<file path="src/rtl/core/scfl_pkg.sv">
`timescale 1ns / 1ps

package scfl_pkg;

	// fixed field widths
	localparam int ADDR_W      = 48;
	localparam int SIZE_W      = 32;
	localparam int CSIZE_W     = 16;
	localparam int HCLASS_W    = 3;
	localparam int CLASS_OUT_W = 4;
	localparam int KIND_W      = 2;
	localparam int THR_W       = 7;
	localparam int MIN_W       = 16;
	localparam int CFG_W       = 64;
	localparam int PADDR_W     = 5;

	// flush limit
	localparam int MAX_RESULTS = 32;
	localparam int FLUSH_W     = 6;

	// operation codes
	localparam logic OP_ALLOC = 1'b0;
	localparam logic OP_FREE  = 1'b1;

	// result kinds
	localparam logic [KIND_W-1:0] KIND_CACHED      = 2'd0;
	localparam logic [KIND_W-1:0] KIND_BACKEND_REQ = 2'd1;
	localparam logic [KIND_W-1:0] KIND_RELEASE     = 2'd2;

	localparam logic [CLASS_OUT_W-1:0] NO_CLASS = 4'd8;

	// register indexes
	localparam logic [1:0] REG_SIZES_LOW  = 2'd0;
	localparam logic [1:0] REG_SIZES_HIGH = 2'd1;
	localparam logic [1:0] REG_MIN_REQ    = 2'd2;
	localparam logic [1:0] REG_FLUSH_THR  = 2'd3;

	localparam logic [MIN_W-1:0] MIN_REQ_RESET   = 16'd16;
	localparam logic [THR_W-1:0] FLUSH_THR_RESET = 7'd64;

	typedef struct packed {
		logic [CFG_W-1:0] class_sizes_low;
		logic [CFG_W-1:0] class_sizes_high;
		logic [MIN_W-1:0] minimum_request;
		logic [THR_W-1:0] flush_threshold;
	} cfg_t;

	// controller to datapath
	typedef struct packed {
		logic start;
		logic pop;
		logic emit_single;
		logic emit_pop;
	} cmd_t;

	// datapath to controller
	typedef struct packed {
		logic single;
		logic flush;
		logic slot_free;
		logic pop_done;
	} status_t;

endpackage

</file>
<file path="src/rtl/core/scfl_ctrl.sv">
`timescale 1ns / 1ps

module scfl_ctrl
	import scfl_pkg::*;
(
	input  logic    clk,
	input  logic    arst_n,
	input  logic    in_valid,
	output logic    in_ready,
	input  status_t status,
	output cmd_t    cmd
);

	typedef enum logic [1:0] {
		S_IDLE,
		S_EMIT,
		S_POP,
		S_POP_EMIT
	} state_t;

	state_t state_q;

	assign in_ready = (state_q == S_IDLE);

	// commands from current state
	always_comb begin
		cmd             = '0;
		cmd.start       = (state_q == S_IDLE) && in_valid;
		cmd.pop         = (state_q == S_POP);
		cmd.emit_single = (state_q == S_EMIT) && status.slot_free;
		cmd.emit_pop    = (state_q == S_POP_EMIT) && status.slot_free;
	end

	// sequencer
	always_ff @(posedge clk or negedge arst_n) begin
		if (!arst_n) begin
			state_q <= S_IDLE;
		end else begin
			unique case (state_q)
				S_IDLE: begin
					if (in_valid) begin
						if (status.single)
							state_q <= S_EMIT;
						else if (status.flush)
							state_q <= S_POP;
					end
				end
				S_EMIT: begin
					if (status.slot_free)
						state_q <= S_IDLE;
				end
				S_POP: begin
					state_q <= S_POP_EMIT;
				end
				S_POP_EMIT: begin
					if (status.slot_free)
						state_q <= status.pop_done ? S_IDLE : S_POP;
				end
				default: state_q <= S_IDLE;
			endcase
		end
	end

endmodule

</file>
<file path="config.mk">
export PLATFORM = sky130hd
export DESIGN_NAME = scfl_ctrl
export DESIGN_NICKNAME = d
export VERILOG_FILES = /design/src/rtl/core/scfl_pkg.sv /design/src/rtl/core/scfl_ctrl.sv
export SDC_FILE = /design/constraint.sdc
export NUM_CORES = 1
export LEC_CHECK = 0
export BUFFER_PORTS_ARGS = -buffer_cell sky130_fd_sc_hd__buf_2
export CORE_AREA = 5 5 42 44
export DETAILED_ROUTE_END_ITERATION = 12
export DIE_AREA = 0 0 47 49
export PLACE_DENSITY = 0.36
export REMOVE_ABC_BUFFERS = 1
export SYNTH_ARGS = -nofsm -noshare
export SYNTH_HDL_FRONTEND = slang
export SYNTH_SLANG_ARGS = --single-unit
</file>
<file path="constraint.sdc">
create_clock -name clk -period 2.5 [get_ports clk]
set_clock_uncertainty 0.1 [all_clocks]
set_input_delay 0.25 -clock clk [delete_from_list [all_inputs] [get_ports clk]]
set_output_delay 0.25 -clock clk [all_outputs]
set_load 0.02 [all_outputs]
</file>
-- Yosys cells after proc, flatten, opt, wreduce, memory -nomap -nowiden
Index checks and enable logic that the tools add are counted.
- equal/unequal tests: 7
- muxes and demuxes: 7
- reductions and logical operators: 5
- operators by type and width (cell ; number):
    $mux 2 ; 6
    $pmux 2 s4 ; 1
    $ne 2x2->1 const B ; 3
    $eq 2x2->1 const B ; 2
    $reduce_and 4->1 ; 1
    $logic_and 1x1->1 ; 3
    $ne 3x1->1 const B ; 1
    $eq 2x1->1 const B ; 1
    $logic_not 2->1 ; 1
- flip-flop bits (word level): 2
- input bits: 7
- word-level logic and storage cells: 20

-- Longest topological paths before layout
- depth after elaboration: 4
- mapped depth: 2

-- Worst setup path before layout
OpenSTA, ideal clock, no wires.
- path type: register to output
- start: register state_q[1]
- end: output cmd[3] in the netlist's numbering
- arrival: 1038 ps
- slack: 1112 ps
- stages on the path, launching flop included: 3
- buffers on the path: 0
- cell sequence: dfrtp_1 > nor2_1 > and2_1
- RTL lines (what ; RTL line ; text):
    start: declaration ; scfl_ctrl.sv:21 ; state_t state_q;
    start signal: assignment ; scfl_ctrl.sv:57 ; state_q <= status.pop_done ? S_IDLE : S_POP;
    end: declaration ; scfl_ctrl.sv:11 ; output cmd_t cmd

==> flow_summary.toml <==
[route]
vias_per_cell = 3.341
vias = 147
drc = 0
firstDrtPassIters = 2
ant_nets = 0
wl_per_cell_um = 10.32
drt-total-wl_um = 454
drtIter0Drc = 1

[pwr]
p_leak_nw = 0.1235
switching_share = 0.4272
p_int_mw = 0.1508
seq_power_share = 0.269
power_density_nw_per_um2 = 1169
pwr-share-comb = 0.456
power_switching_mw = 0.1124
clkPwrFrac = 0.275
ir_worst_vdd_v = 0.0002696

[final_layout]
diodes = 0
largest_reg_flops = 2
final_common_cell = "buf_2"
fin_util = 0.1607
multi_input_comb_area_um2 = 67.56
drive_above_1_share = 0.5714
fin_nets = 37
fillers = 179
synthToLayoutAreaGrowth_pct = 91.49
final_cell_mix = "buf_2 (11), clkbuf_4 (3), nor2_1 (2), nand2_1 (2), dfrtp_1 (2)"
regArea_um2 = 50.05
largestRegisters = "state_q x2"
regMostFlops = "state_q"

[clocking]
hold_buffers = 1
path_clk_slew_ns = 0.03
cts_resized = 0
cts_sinks = 2
cts_htree_levels = 1
numCtsBuffers = 3
root_buffer = "clkbuf_4"
cts_tree = "built"
clockBufferDepth = 2
postCtsSetupBuffers = 0
clock_latency_ns = 0.22

[floorplanning]
die_area_um2 = 2303
coreArea_um2 = 1401
rows = 14
dieWidth_um = 47
fp.dieH_um = 49
start_util = 0.08393
io_pins = 12

[grt]
grt_usage = 0.05704
grt_max_degree = 7
grt_antenna_before_repair = 0
first_global_vias = 194
grt_pass1_wl_um = 848
overflow = 0

[setup_path]
cp-end-kind = "primary output"
critPathRequiredTime_ns = 2.15
cp-start-kind = "register"
critPathMaxFanout = 6
crit_type = "register to primary output"
worst_ep_arrival_time_ns = 1.18

[sta]
setup_viol = 0
worst_pin_slew_ns = 0.2641
fin_crit_sh = 0.6105
slew_headroom = 0.8215
rsz0062_at_grt = "no"
max_freq_ghz = 0.6552
fin_crit_ns = 1.526
finalHoldViolCount = 0
drv_slew = 0
fin_setup_tns_ns = 0

[logic_synthesis]
synth_area_um2 = 117.6
syn_inst = 13
syn_area_per_cell_um2 = 9.047
yosysWarnings = 0
ys_ff_latch = 2
yosysUniqueCellTypes = 10
seq_area_frac_synth = 0.4255

[hold_path]
min_path_type = "input pin to register"

[outcome]
status = "complete, no violations"

[job]
maxCapViolCount = 0

[placed_design]
numPortBuffers = 11
finalWeightedCongestion = 0.7732
-- power by group through the flow --
stage / logic [mW] / registers (mW) / clock network, mW
floorplan: 0.0796 / 0.0647 / 0
global placement: 0.119 / 0.0715 / 0
detailed placement: 0.118 / 0.0707 / 0
CTS: 0.120 / 0.0703 / 0.0766
global route: 0.135 / 0.0762 / 0.0833
finish: 0.120 / 0.0707 / 0.0724
-- Yosys cell counts --
| cell type | number | area [um2] |
|---|---|---|
| a21boi_0 | 1 | 7.510 |
| and2_1 | 1 | 6.260 |
| and2b_2 | 1 | 8.760 |
| and3_2 | 1 | 7.510 |
| dfrtp_1 | 2 | 50.05 |
| nand2_1 | 2 | 7.510 |
| nand3_1 | 1 | 5.000 |
| nor2_1 | 2 | 7.510 |
| nor4bb_1 | 1 | 10.01 |
| o21a_1 | 1 | 7.510 |
-- logic make-up after synthesis --
kind of cell	Yosys count	synth area share
simple gates	9	0.4469
flops	2	0.4255
compound gates	2	0.1277
-- worst max-delay path, stage by stage (launching register included) --
cell	delay, ns
dfrtp_1	0.42
nor2_1	0.21
and2_1	0.16
buf_2	0.16
-- area by class of cell --
cell class / instances / area share
Clock buffer: 3 / 0.1000
Multi-Input combinational cell: 11 / 0.3000
Sequential cell: 2 / 0.2222
Tap cell: 16 / 0.08889
Timing Repair Buffer: 12 / 0.2889
-- final timing paths --
path | slack, ns | start | cells after the start | end
max in group asynchronous | 1.95 | arst_n | 2 | state_q[1]$_DFFE_PN0P_
worst max-delay path | 0.97 | state_q[0]$_DFFE_PN0P_ | 3 | cmd[3]
min in group asynchronous | 0.25 | arst_n | 2 | state_q[0]$_DFFE_PN0P_
worst max register to register | 1.45 | state_q[0]$_DFFE_PN0P_ | 2 | state_q[1]$_DFFE_PN0P_
worst min register to register | 0.46 | state_q[1]$_DFFE_PN0P_ | 1 | state_q[1]$_DFFE_PN0P_
worst min-delay path | 0.20 | status[3] | 3 | state_q[0]$_DFFE_PN0P_
-- stage by stage --
step | cell area [um2] | total power [mW] | setup WS (ns) | std cells | hold WS, ns
5_1_grt | 225.2 | 0.2939 | 0.8701 | 44 | 0.2204
4_1_cts | 225.2 | 0.2669 | 1.001 | 44 | 0.1932
3_5_place_dp | 192.7 | 0.1890 | 1.248 | 40 | -0.06265
6_report | 225.2 | 0.2632 | 0.9739 | 44 | 0.2010
2_1_floorplan | 117.6 | 0.1443 | 1.112 | 13 | -0.1456
3_3_place_gp | 192.7 | 0.1909 | 1.228 | 40 | -0.05844
-- metal layers --
| metal | track usage | part of all wire |
|---|---|---|
| met5 | 0 | 0 |
| met4 | 0.05530 | 0 |
| met3 | 0.05535 | 0.24 |
| met2 | 0.05430 | 0.26 |
| met1 | 0.06593 | 0.50 |
(Power assumes the default switching activity.)
