File: src/rtl/core/scfl_pkg.sv
`timescale 1ns / 1ps

package scfl_pkg;

	// fixed field widths
	localparam int ADDR_W      = 48;
	localparam int SIZE_W      = 32;
	localparam int CSIZE_W     = 16;
	localparam int HCLASS_W    = 3;
	localparam int CLASS_OUT_W = 4;
	localparam int KIND_W      = 2;
	localparam int THR_W       = 7;
	localparam int MIN_W       = 16;
	localparam int CFG_W       = 64;
	localparam int PADDR_W     = 5;

	// flush limit
	localparam int MAX_RESULTS = 32;
	localparam int FLUSH_W     = 6;

	// operation codes
	localparam logic OP_ALLOC = 1'b0;
	localparam logic OP_FREE  = 1'b1;

	// result kinds
	localparam logic [KIND_W-1:0] KIND_CACHED      = 2'd0;
	localparam logic [KIND_W-1:0] KIND_BACKEND_REQ = 2'd1;
	localparam logic [KIND_W-1:0] KIND_RELEASE     = 2'd2;

	localparam logic [CLASS_OUT_W-1:0] NO_CLASS = 4'd8;

	// register indexes
	localparam logic [1:0] REG_SIZES_LOW  = 2'd0;
	localparam logic [1:0] REG_SIZES_HIGH = 2'd1;
	localparam logic [1:0] REG_MIN_REQ    = 2'd2;
	localparam logic [1:0] REG_FLUSH_THR  = 2'd3;

	localparam logic [MIN_W-1:0] MIN_REQ_RESET   = 16'd16;
	localparam logic [THR_W-1:0] FLUSH_THR_RESET = 7'd64;

	typedef struct packed {
		logic [CFG_W-1:0] class_sizes_low;
		logic [CFG_W-1:0] class_sizes_high;
		logic [MIN_W-1:0] minimum_request;
		logic [THR_W-1:0] flush_threshold;
	} cfg_t;

	// controller to datapath
	typedef struct packed {
		logic start;
		logic pop;
		logic emit_single;
		logic emit_pop;
	} cmd_t;

	// datapath to controller
	typedef struct packed {
		logic single;
		logic flush;
		logic slot_free;
		logic pop_done;
	} status_t;

endpackage

File: src/rtl/core/scfl_regs.sv
`timescale 1ns / 1ps

module scfl_regs
	import scfl_pkg::*;
(
	input  logic               clk,
	input  logic               arst_n,
	input  logic               psel,
	input  logic               penable,
	input  logic               pwrite,
	input  logic [PADDR_W-1:0] paddr,
	input  logic [CFG_W-1:0]   pwdata,
	output logic [CFG_W-1:0]   prdata,
	output logic               pready,
	output cfg_t               cfg
);

	cfg_t       cfg_q;
	logic [1:0] reg_idx;

	assign reg_idx = paddr[PADDR_W-1:3];
	assign pready  = 1'b1;
	assign cfg     = cfg_q;

	// register write on the access cycle
	always_ff @(posedge clk or negedge arst_n) begin
		if (!arst_n) begin
			cfg_q.class_sizes_low  <= '0;
			cfg_q.class_sizes_high <= '0;
			cfg_q.minimum_request  <= MIN_REQ_RESET;
			cfg_q.flush_threshold  <= FLUSH_THR_RESET;
		end else if (psel && penable && pwrite && pready) begin
			unique case (reg_idx)
				REG_SIZES_LOW:  cfg_q.class_sizes_low  <= pwdata;
				REG_SIZES_HIGH: cfg_q.class_sizes_high <= pwdata;
				REG_MIN_REQ:    cfg_q.minimum_request  <= pwdata[MIN_W-1:0];
				REG_FLUSH_THR:  cfg_q.flush_threshold  <= pwdata[THR_W-1:0];
				default: ;
			endcase
		end
	end

	// read mux
	always_comb begin
		unique case (reg_idx)
			REG_SIZES_LOW:  prdata = cfg_q.class_sizes_low;
			REG_SIZES_HIGH: prdata = cfg_q.class_sizes_high;
			REG_MIN_REQ:    prdata = CFG_W'(cfg_q.minimum_request);
			REG_FLUSH_THR:  prdata = CFG_W'(cfg_q.flush_threshold);
			default:        prdata = '0;
		endcase
	end

endmodule

File: config.mk
export PLATFORM = sky130hd
export DESIGN_NAME = scfl_regs
export DESIGN_NICKNAME = d
export VERILOG_FILES = /design/src/rtl/core/scfl_pkg.sv /design/src/rtl/core/scfl_regs.sv
export SDC_FILE = /design/constraint.sdc
export NUM_CORES = 1
export LEC_CHECK = 0
export ABC_AREA = 1
export BUFFER_PORTS_ARGS = -buffer_cell sky130_fd_sc_hd__buf_4
export CAP_MARGIN = 20
export CELL_PAD_IN_SITES_DETAIL_PLACEMENT = 0
export CELL_PAD_IN_SITES_GLOBAL_PLACEMENT = 1
export CORE_MARGIN = 1
export CORE_UTILIZATION = 33
export DETAILED_ROUTE_END_ITERATION = 10
export PLACE_DENSITY_LB_ADDON = 0.1
export REMOVE_ABC_BUFFERS = 1
export SLEW_MARGIN = 25
export SYNTH_ARGS = -nofsm -noshare
export SYNTH_HDL_FRONTEND = slang
export SYNTH_SLANG_ARGS = --single-unit
File: constraint.sdc
create_clock -name clk -period 0.9 [get_ports clk]
set_input_delay 0 -clock clk [delete_from_list [all_inputs] [get_ports clk]]
set_output_delay 0 -clock clk [all_outputs]
set_load 0.01 [all_outputs]
Word level (Yosys, flattened, before mapping)
Index checks and enable logic that the tools add are counted.
W data, S select, Z words.
{"block": "word_totals", "mem_bits_ro": 0, "register_bits": 151, "mem_count": 0, "output_inout_bits": 216, "inputBits": 74, "word_cells": 15, "latchBits": 0, "mem_bits_rw": 0}
{"block": "classes", "div_mod_pow": 0, "bitwise_logic": 0, "magnitude_cmp": 0, "addsub": 0, "eq_ne": 3, "shifts": 0, "n_reduce_logical": 7, "n_mux": 1, "multipliers": 0}
{"operator": "$pmux W64 S4", "count": 1}
{"operator": "$reduce_and A2 Y1", "count": 4}
{"operator": "$eq A2 B2 Y1 const B", "count": 2}
{"operator": "$eq A2 B1 Y1 const B", "count": 1}
{"operator": "$logic_and A1 B1 Y1", "count": 2}
{"operator": "$logic_not A2 Y1", "count": 1}

Logic depth before layout (Yosys ltp)
Gate-level depths: netlist of the first run.
{"block": "depth", "depth_word": 3, "depth_mapped": 8}

Worst setup path after synthesis of the first run
No wires, ideal clock.
{"block": "synth_path", "kind": "in2reg", "startpoint": "in paddr[3]", "endpoint": "reg cfg_q, in the netlist cfg[12]", "arrival_time_ps": 742, "path_stages": 8, "path_slack_ps": 41, "required_ps": 783, "cell_sequence": "buf_6 > inv_4 > nand2_2 > inv_2 > nand2_2 > buf_6 > nand2_1 > nand2_1"}
{"block": "synth_via", "elab_chain_len": 2}
{"element": "start: declaration", "line_no": "scfl_regs.sv:11", "text": "input logic [PADDR_W-1:0] paddr,"}
{"element": "$eq A2 B2 Y1", "line_no": "scfl_regs.sv:33", "text": "unique case (reg_idx)"}
{"element": "$reduce_and A2 Y1 (no source line)"}
{"element": "end: declaration", "line_no": "scfl_regs.sv:18", "text": "cfg_t cfg_q;"}
No other way between the ends.
A chain may end at the register's enable or synchronous reset.

Worst setup path after layout of the first run
{"block": "layout_path", "startpoint": "reg cfg_q, in the netlist cfg[6]", "endpoint": "out prdata[6]"}
{"block": "layout_via", "elab_chain_len": 1}
{"element": "$pmux W64 S4", "line_no": "scfl_regs.sv:45", "text": "unique case (reg_idx)"}
{"element": "end: declaration", "line_no": "scfl_regs.sv:13", "text": "output logic [CFG_W-1:0] prdata,"}
No other way between the ends.

==> impl_results.md, run 1 <==
- Max-cap violations: 0
- Skew final: 0 ns
- DRC Markers: 0
- Die Ht: 145 um
- WP data required: 0.90 ns
- Final Hold Viols: 0
- Register-to-Register Path Depth: 4
- CP max stage delay: roughly 0.54 ns
- Final hold slack: 0.0109 ns
- Count of pins over their slew limit: 0
- CP max-delay cell: dfstp_2
- CTS sink cnt: 151
- Clock-pin slew on the worst setup and hold paths: 0.06 ns
- Area Growth Syn to Fin: 95.8%
- Worst setup EP type: output port
- Fill cells: between 1500 and 2000
- Minimum clock period: 1.22 ns
- Clock Tree Root: clkbuf_16
- Grt total ovfl: 0
- Area of the multi-input gates: 0.00281 mm2
- Power density over the cells: ~2100 mW/mm2
- Initial Util: roughly 34%
- Min-Delay Path Class: input pin to async pin
- Vias in the first global route: 7389
- Net Sw Frac: between 20% and 30%
- WL/cell: ~15 um
- Share of cells above drive strength 1: 40.1%
- Leak Pwr: around 0.0073 uW
- # port buffers: 285
- Sequential area share after synthesis: 55.7%
- CP endpoint: prdata[6]
- Finish-stage setup viols: 216
- GR peak layer: met2
- Worst-path fanout max: 2
- Initial antenna violation count: 0
- Global routing met2 resource utilization: 40.9%
- First-pass GRT wire length: 39600 um
- CP Launch Point: cfg[6]
- Core Area: 0.0202 mm2
- Grt met3 use: 6.27%
- Max Clk Rate: 0.817 GHz
- Largest net degree at the start of global routing: 38
- Clk buf depth: 2
- Synth Instances: 886
- Synth Cell Area: a little under 0.007 mm2
- Post-DP HPWL: 15900 um
- Commonest non-fill, non-tap cell in the layout: nand2_1
- Synth Register Bits: 151
- Cell row count: 52
- Critical register-to-register path startpoint: cfg[11]
- Flop pwr share: 34.5%
- R2R Setup Slk: -0.01 ns
- DR iter-0 viols: about 270
- Combinational power share: about two fifths
- Cells along the critical path: nand3_2, nand4_1, buf_4
- Period utilization: 136%
- Post-Layout Cell Count: 1702
- DRT Pass-1 Iters: 4
- Detail Route Antenna Nets: 0
- Internal power: 19600 uW
- Largest register FFs: 151
- Dpl cells: 1436
- Status: finished, violations left
- Wirelength, routed: 25800 um
- Clock Latency Late Sink: 0.42 ns
- Worst path bufs/invs: 1
- Number of diodes: 0
- Cts bufs inserted: 17
- RePlAce Congestion: 0.819
- Layout Nets: 1494
- Max H-tree Level: 4
- Failing checks: setup timing
- Clock network fraction of design power: 26.8%
- Worst path depth: 3
- Worst r2r dst: cfg[11]
- Unique masters post-synth: 20
- Post-route setup slack: -0.325 ns
- Startpoint Class: flop
- CTS tree: yes
- Crit path max-delay family: flip-flops
- Grt met1 use: 29.3%
- GRT Util Overall: 23.8%
- Die ar.: 0.0212 mm2
- I/O pin cnt: 290
- Post-Syn Area per Cell: ~7.7 um2
- TNS Setup: -30.98 ns
- Synth warn: 0
- Pre-CTS WS: -0.107 ns
- Via count: 7663
- RSZ-0062 raised after global routing: yes
- Switching power total: roughly 8300 uW
- Kind of critical path: flop to output port
- Reg area: about 0.0038 mm2
- Die X: 145 um
- WP data arrival: about 1.2 ns
- Peak VDD IR: between 1000 and 1500 uV
- Vias per cell: ~4.5
- Most frequent cells in the layout: nand2_1, buf_6, buf_4
cells in the mapped netlist, drive strengths merged:
cell type    n  share of area [%]
nand4        7               0.64
buf         42                4.1
nor2         6               0.90
dfstp        2               0.77
nand3       31                2.4
nand2      640                 36
dfrtp      149                 55
inv          6               0.44
clkbuf       2               0.11
conb         1              0.055
cells by family after synthesis:
logic type    after synthesis  synth area share (%)
simple gates              684                  39.6
flops                     151                  55.7
buf+inv                    50                  4.62
other cells                 1                0.0552
worst min-delay path by stage:
stage                     cells after the start  slack [ns]      end
after global routing                          2        0.01  cfg[32]
after CTS                                     2       -0.01   cfg[8]
final                                         2        0.01  cfg[32]
after detailed placement                      1       -0.12  cfg[23]
after floorplan                               0       -0.30   cfg[0]
after global placement                        1       -0.12  cfg[23]
worst register-to-register path: stages (launching register included):
cell and delay (ns):
dfstp_2 0.56, buf_6 0.11, buf_6 0.08, nand2_2 0.04, nand2_1 0.06
layer usage:
layer,wire (um),vias to the layer above
li1,-,3755
met1,10900,3659
met2,13100,226
met3,1510,23
met4,259,0
met5,0,-
power groups by stage:
stage / logic, uW / clock network (uW) / registers (uW)
global route: 11600 / 7910 / 9780
floorplan: 1730 / 0 / 9940
global placement: 6130 / 0 / 9660
CTS: 8920 / 7600 / 9680
detailed placement: 6200 / 0 / 9650
finish: 10800 / 7490 / 9640
repair_timing:
action | CTS | global route
setup endpoints to repair | 215 | 226
resized for setup | 241 | 98
pin swaps | 144 | 61
hold endpoints to repair | 302 | 0
gates cloned | 0 | 0
hold buffers | 67 | 0
buffers inserted | 75 | 96
area by class of cell:
cell class                 count  share of cell area, %
clock inverter                12                   1.32
clock buffer                  19                   3.26
tap                          270                   2.54
timing repair buffer         559                   43.1
sequential                   151                   28.5
inverter                       6                  0.226
multi-input combinational    685                   21.1
stage by stage:
| stage | instance area (um2) | utilization [%] | power (uW) |
|---|---|---|---|
| after floorplan | 6510 | - | 11700 |
| after global placement | 9510 | 47.0 | 15800 |
| after detailed placement | 9510 | 47.0 | 15900 |
| after CTS | 12300 | 60.6 | 26200 |
| after global routing | 13300 | 65.7 | 29300 |
| final | 13300 | 65.7 | 27900 |
Note: power is estimated with default switching activity, not from simulation.
==> inputs of run 2 (changes only) <==
--- a/config.mk
+++ b/config.mk
@@ -6,7 +6,7 @@
 export NUM_CORES = 1
 export LEC_CHECK = 0
 export ABC_AREA = 1
-export BUFFER_PORTS_ARGS = -buffer_cell sky130_fd_sc_hd__buf_4
+export BUFFER_PORTS_ARGS = -buffer_cell sky130_fd_sc_hd__clkbuf_2
 export CAP_MARGIN = 20
 export CELL_PAD_IN_SITES_DETAIL_PLACEMENT = 0
 export CELL_PAD_IN_SITES_GLOBAL_PLACEMENT = 1
==> run 2 against run 1 <==
The flow still finishes with violations (setup timing). Cell area fell by 14%. Global-route usage shrank 1.4 points. Sequential share of layout area rose by 4.7 points. Utilization fell by 9.4 points. Routed wire length decreased by 8.7%. Worst hold slack is essentially flat. Non-clock buffer count down 66. First-iteration DRC count fell by 0.36%. Clock power down 6.5%. Die area unchanged. Power is 13% lower. Largest cell class unchanged. Highest routed layer unchanged.
==> impl_results.md, run 2 (same netlist as run 1, synthesis figures left out) <==
- Status: finished, violations left
- Failing checks: setup timing
- Clock Tree Root: clkbuf_16
- Largest register FFs: 151
- Minimum clock period: approximately 1.3 ns
- Clock-pin slew on the worst setup and hold paths: roughly 0.070 ns
- Flop pwr share: 38.8%
- Skew final: 0 ns
- Leak Pwr: about 0.0066 uW
- WL/cell: 14.4 um
- Clock Latency Late Sink: between 0.4 and 0.5 ns
- Clk buf depth: 2
- Post-route setup slack: -0.363 ns
- CP max-delay cell: dfstp_2
- Startpoint Class: flop
- Kind of critical path: flop to output port
- Core Area: 0.0202 mm2
- DRC Markers: 0
- Finish-stage setup viols: approximately 220
- Area of the multi-input gates: 0.00276 mm2
- DR iter-0 viols: approximately 270
- Max H-tree Level: 4
- Period utilization: 140%
- Switching power total: 7930 uW
- Initial Util: 33.6%
- Power density over the cells: ~2100 mW/mm2
- WP data required: 0.90 ns
- Cells along the critical path: nand3_2, nand4_1, buf_2
- Combinational power share: about a third
- Die Ht: between 100 and 150 um
- Vias in the first global route: 7012
- CTS sink cnt: 151
- Die ar.: 0.0212 mm2
- Cts bufs inserted: 17
- Reg area: 0.00378 mm2
- Min-Delay Path Class: input pin to async pin
- # port buffers: 285
- Max Clk Rate: 0.792 GHz
- Peak VDD IR: roughly 1200 uV
- Net Sw Frac: 32.6%
- First-pass GRT wire length: 37300 um
- Wirelength, routed: 23500 um
- I/O pin cnt: between 200 and 300
- Via count: 7254
- Area after DPL: 0.00880 mm2
- Worst-path fanout max: 2
- WP data arrival: 1.26 ns
- RePlAce Congestion: 0.786
- Share of cells above drive strength 1: 36.1%
- Number of diodes: 0
- Vias per cell: 4.43
- Grt total ovfl: 0
- Count of pins over their slew limit: 0
- Fin area: between 0.01 and 0.015 mm2
- Final Hold Viols: 0
- Post-DP HPWL: 15500 um
- Worst setup EP type: output port
- Clock network fraction of design power: 28.7%
- DRT Pass-1 Iters: 4
- Layout Nets: 1428
- Largest net degree at the start of global routing: 39
- Cell row count: 52
- Fill cells: between 1500 and 2000
- Max-cap violations: 0
- Area Growth Syn to Fin: 67.9%
- Die X: 145 um
- RSZ-0062 raised after global routing: yes
- Initial antenna violation count: 0
- Final hold slack: 0.0113 ns
- Internal power: 16400 uW
- CTS tree: yes
- CP max stage delay: between 0.5 and 0.6 ns
- Most frequent cells in the layout: nand2_1, clkbuf_2, dfrtp_1
- GRT Util Overall: 22.3%
- Detail Route Antenna Nets: 0
- Commonest non-fill, non-tap cell in the layout: nand2_1
-- run 2: cell count changes in the layout (fill, tap and decap cells not counted), moves of 3 or more --
| cell | delta |
|---|---|
| buf_6 | -222 |
| clkbuf_2 | +222 |
| buf_4 | -88 |
| nand2_1 | +18 |
| nand2_2 | -18 |
| buf_8 | +14 |
| buf_2 | +10 |
| bufinv_16 | -3 |
| clkinvlp_4 | +3 |
-- run 2: path summary, 6_finish.rpt --
| kind | startpoint | slack (ns) | cells past startpoint | endpoint |
|---|---|---|---|---|
| setup reg to reg | cfg[8] | -0.10 | 5 | cfg[8] |
| min in group clk | paddr[3] | 0.18 | 6 | cfg[6] |
| hold / removal | arst_n | 0.01 | 2 | cfg[23] |
| setup / recovery | cfg[6] | -0.36 | 3 | prdata[6] |
| max in group asynchronous | arst_n | 0.36 | 3 | cfg[81] |
| hold reg to reg | cfg[75] | 0.50 | 2 | cfg[75] |
-- run 2: timing repair --
item	in CTS	in global routing
endpoints found under the setup margin	215	216
pin swaps	112	15
buffers inserted	72	33
resized for setup	54	121
hold endpoints to repair	302	0
hold buffers	65	0
-- run 2: layout make-up --
| class | instances | share of cell area [%] |
|---|---|---|
| multi-input cells | 685 | 24.2 |
| inverters | 6 | 0.263 |
| flip-flops and latches | 151 | 33.2 |
| clock buffers | 17 | 3.73 |
| well taps | 270 | 2.96 |
| clock inverters | 15 | 1.28 |
| repair buffers | 493 | 34.4 |
-- run 2: per-stage QoR --
step | utilization, % | cells | power (uW) | TNS [ns] | worst slack [ns]
after global routing | 56.3 | 1637 | 25700 | -35.87 | -0.403
after detailed placement | 43.5 | 1435 | 14800 | -23.41 | -0.199
final | 56.3 | 1637 | 24300 | -25.43 | -0.363
after global placement | 43.5 | 1435 | 14700 | -21.87 | -0.185
after floorplan | - | 842 | 11700 | -275.95 | -2.54
after CTS | 53.6 | 1604 | 23500 | -28.99 | -0.371
-- run 2: critical path: cells and delay by family (launching register included) --
| family | cells | cell delay (ns) |
|---|---|---|
| flip-flops | 1 | 0.55 |
| AND/OR/NAND/NOR | 2 | 0.16 |
| buffers and inverters | 1 | 0.14 |
-- run 2: layer usage --
metal | track usage (%) | up-vias | part of all wire, %
met3 | 4.95 | 20 | 5.2
li1 | - | 3625 | -
met5 | 0 | - | 0
met4 | 6.68 | 0 | 1.5
met1 | 28.4 | 3401 | 44
met2 | 37.9 | 208 | 49
-- run 2: power by group through the flow --
stage | logic, uW | registers, uW | clock network [uW]
6_report | 7900 | 9440 | 7000
5_1_grt | 8610 | 9620 | 7430
3_3_place_gp | 5110 | 9590 | 0
4_1_cts | 6900 | 9420 | 7150
3_5_place_dp | 5180 | 9580 | 0
2_1_floorplan | 1730 | 9940 | 0
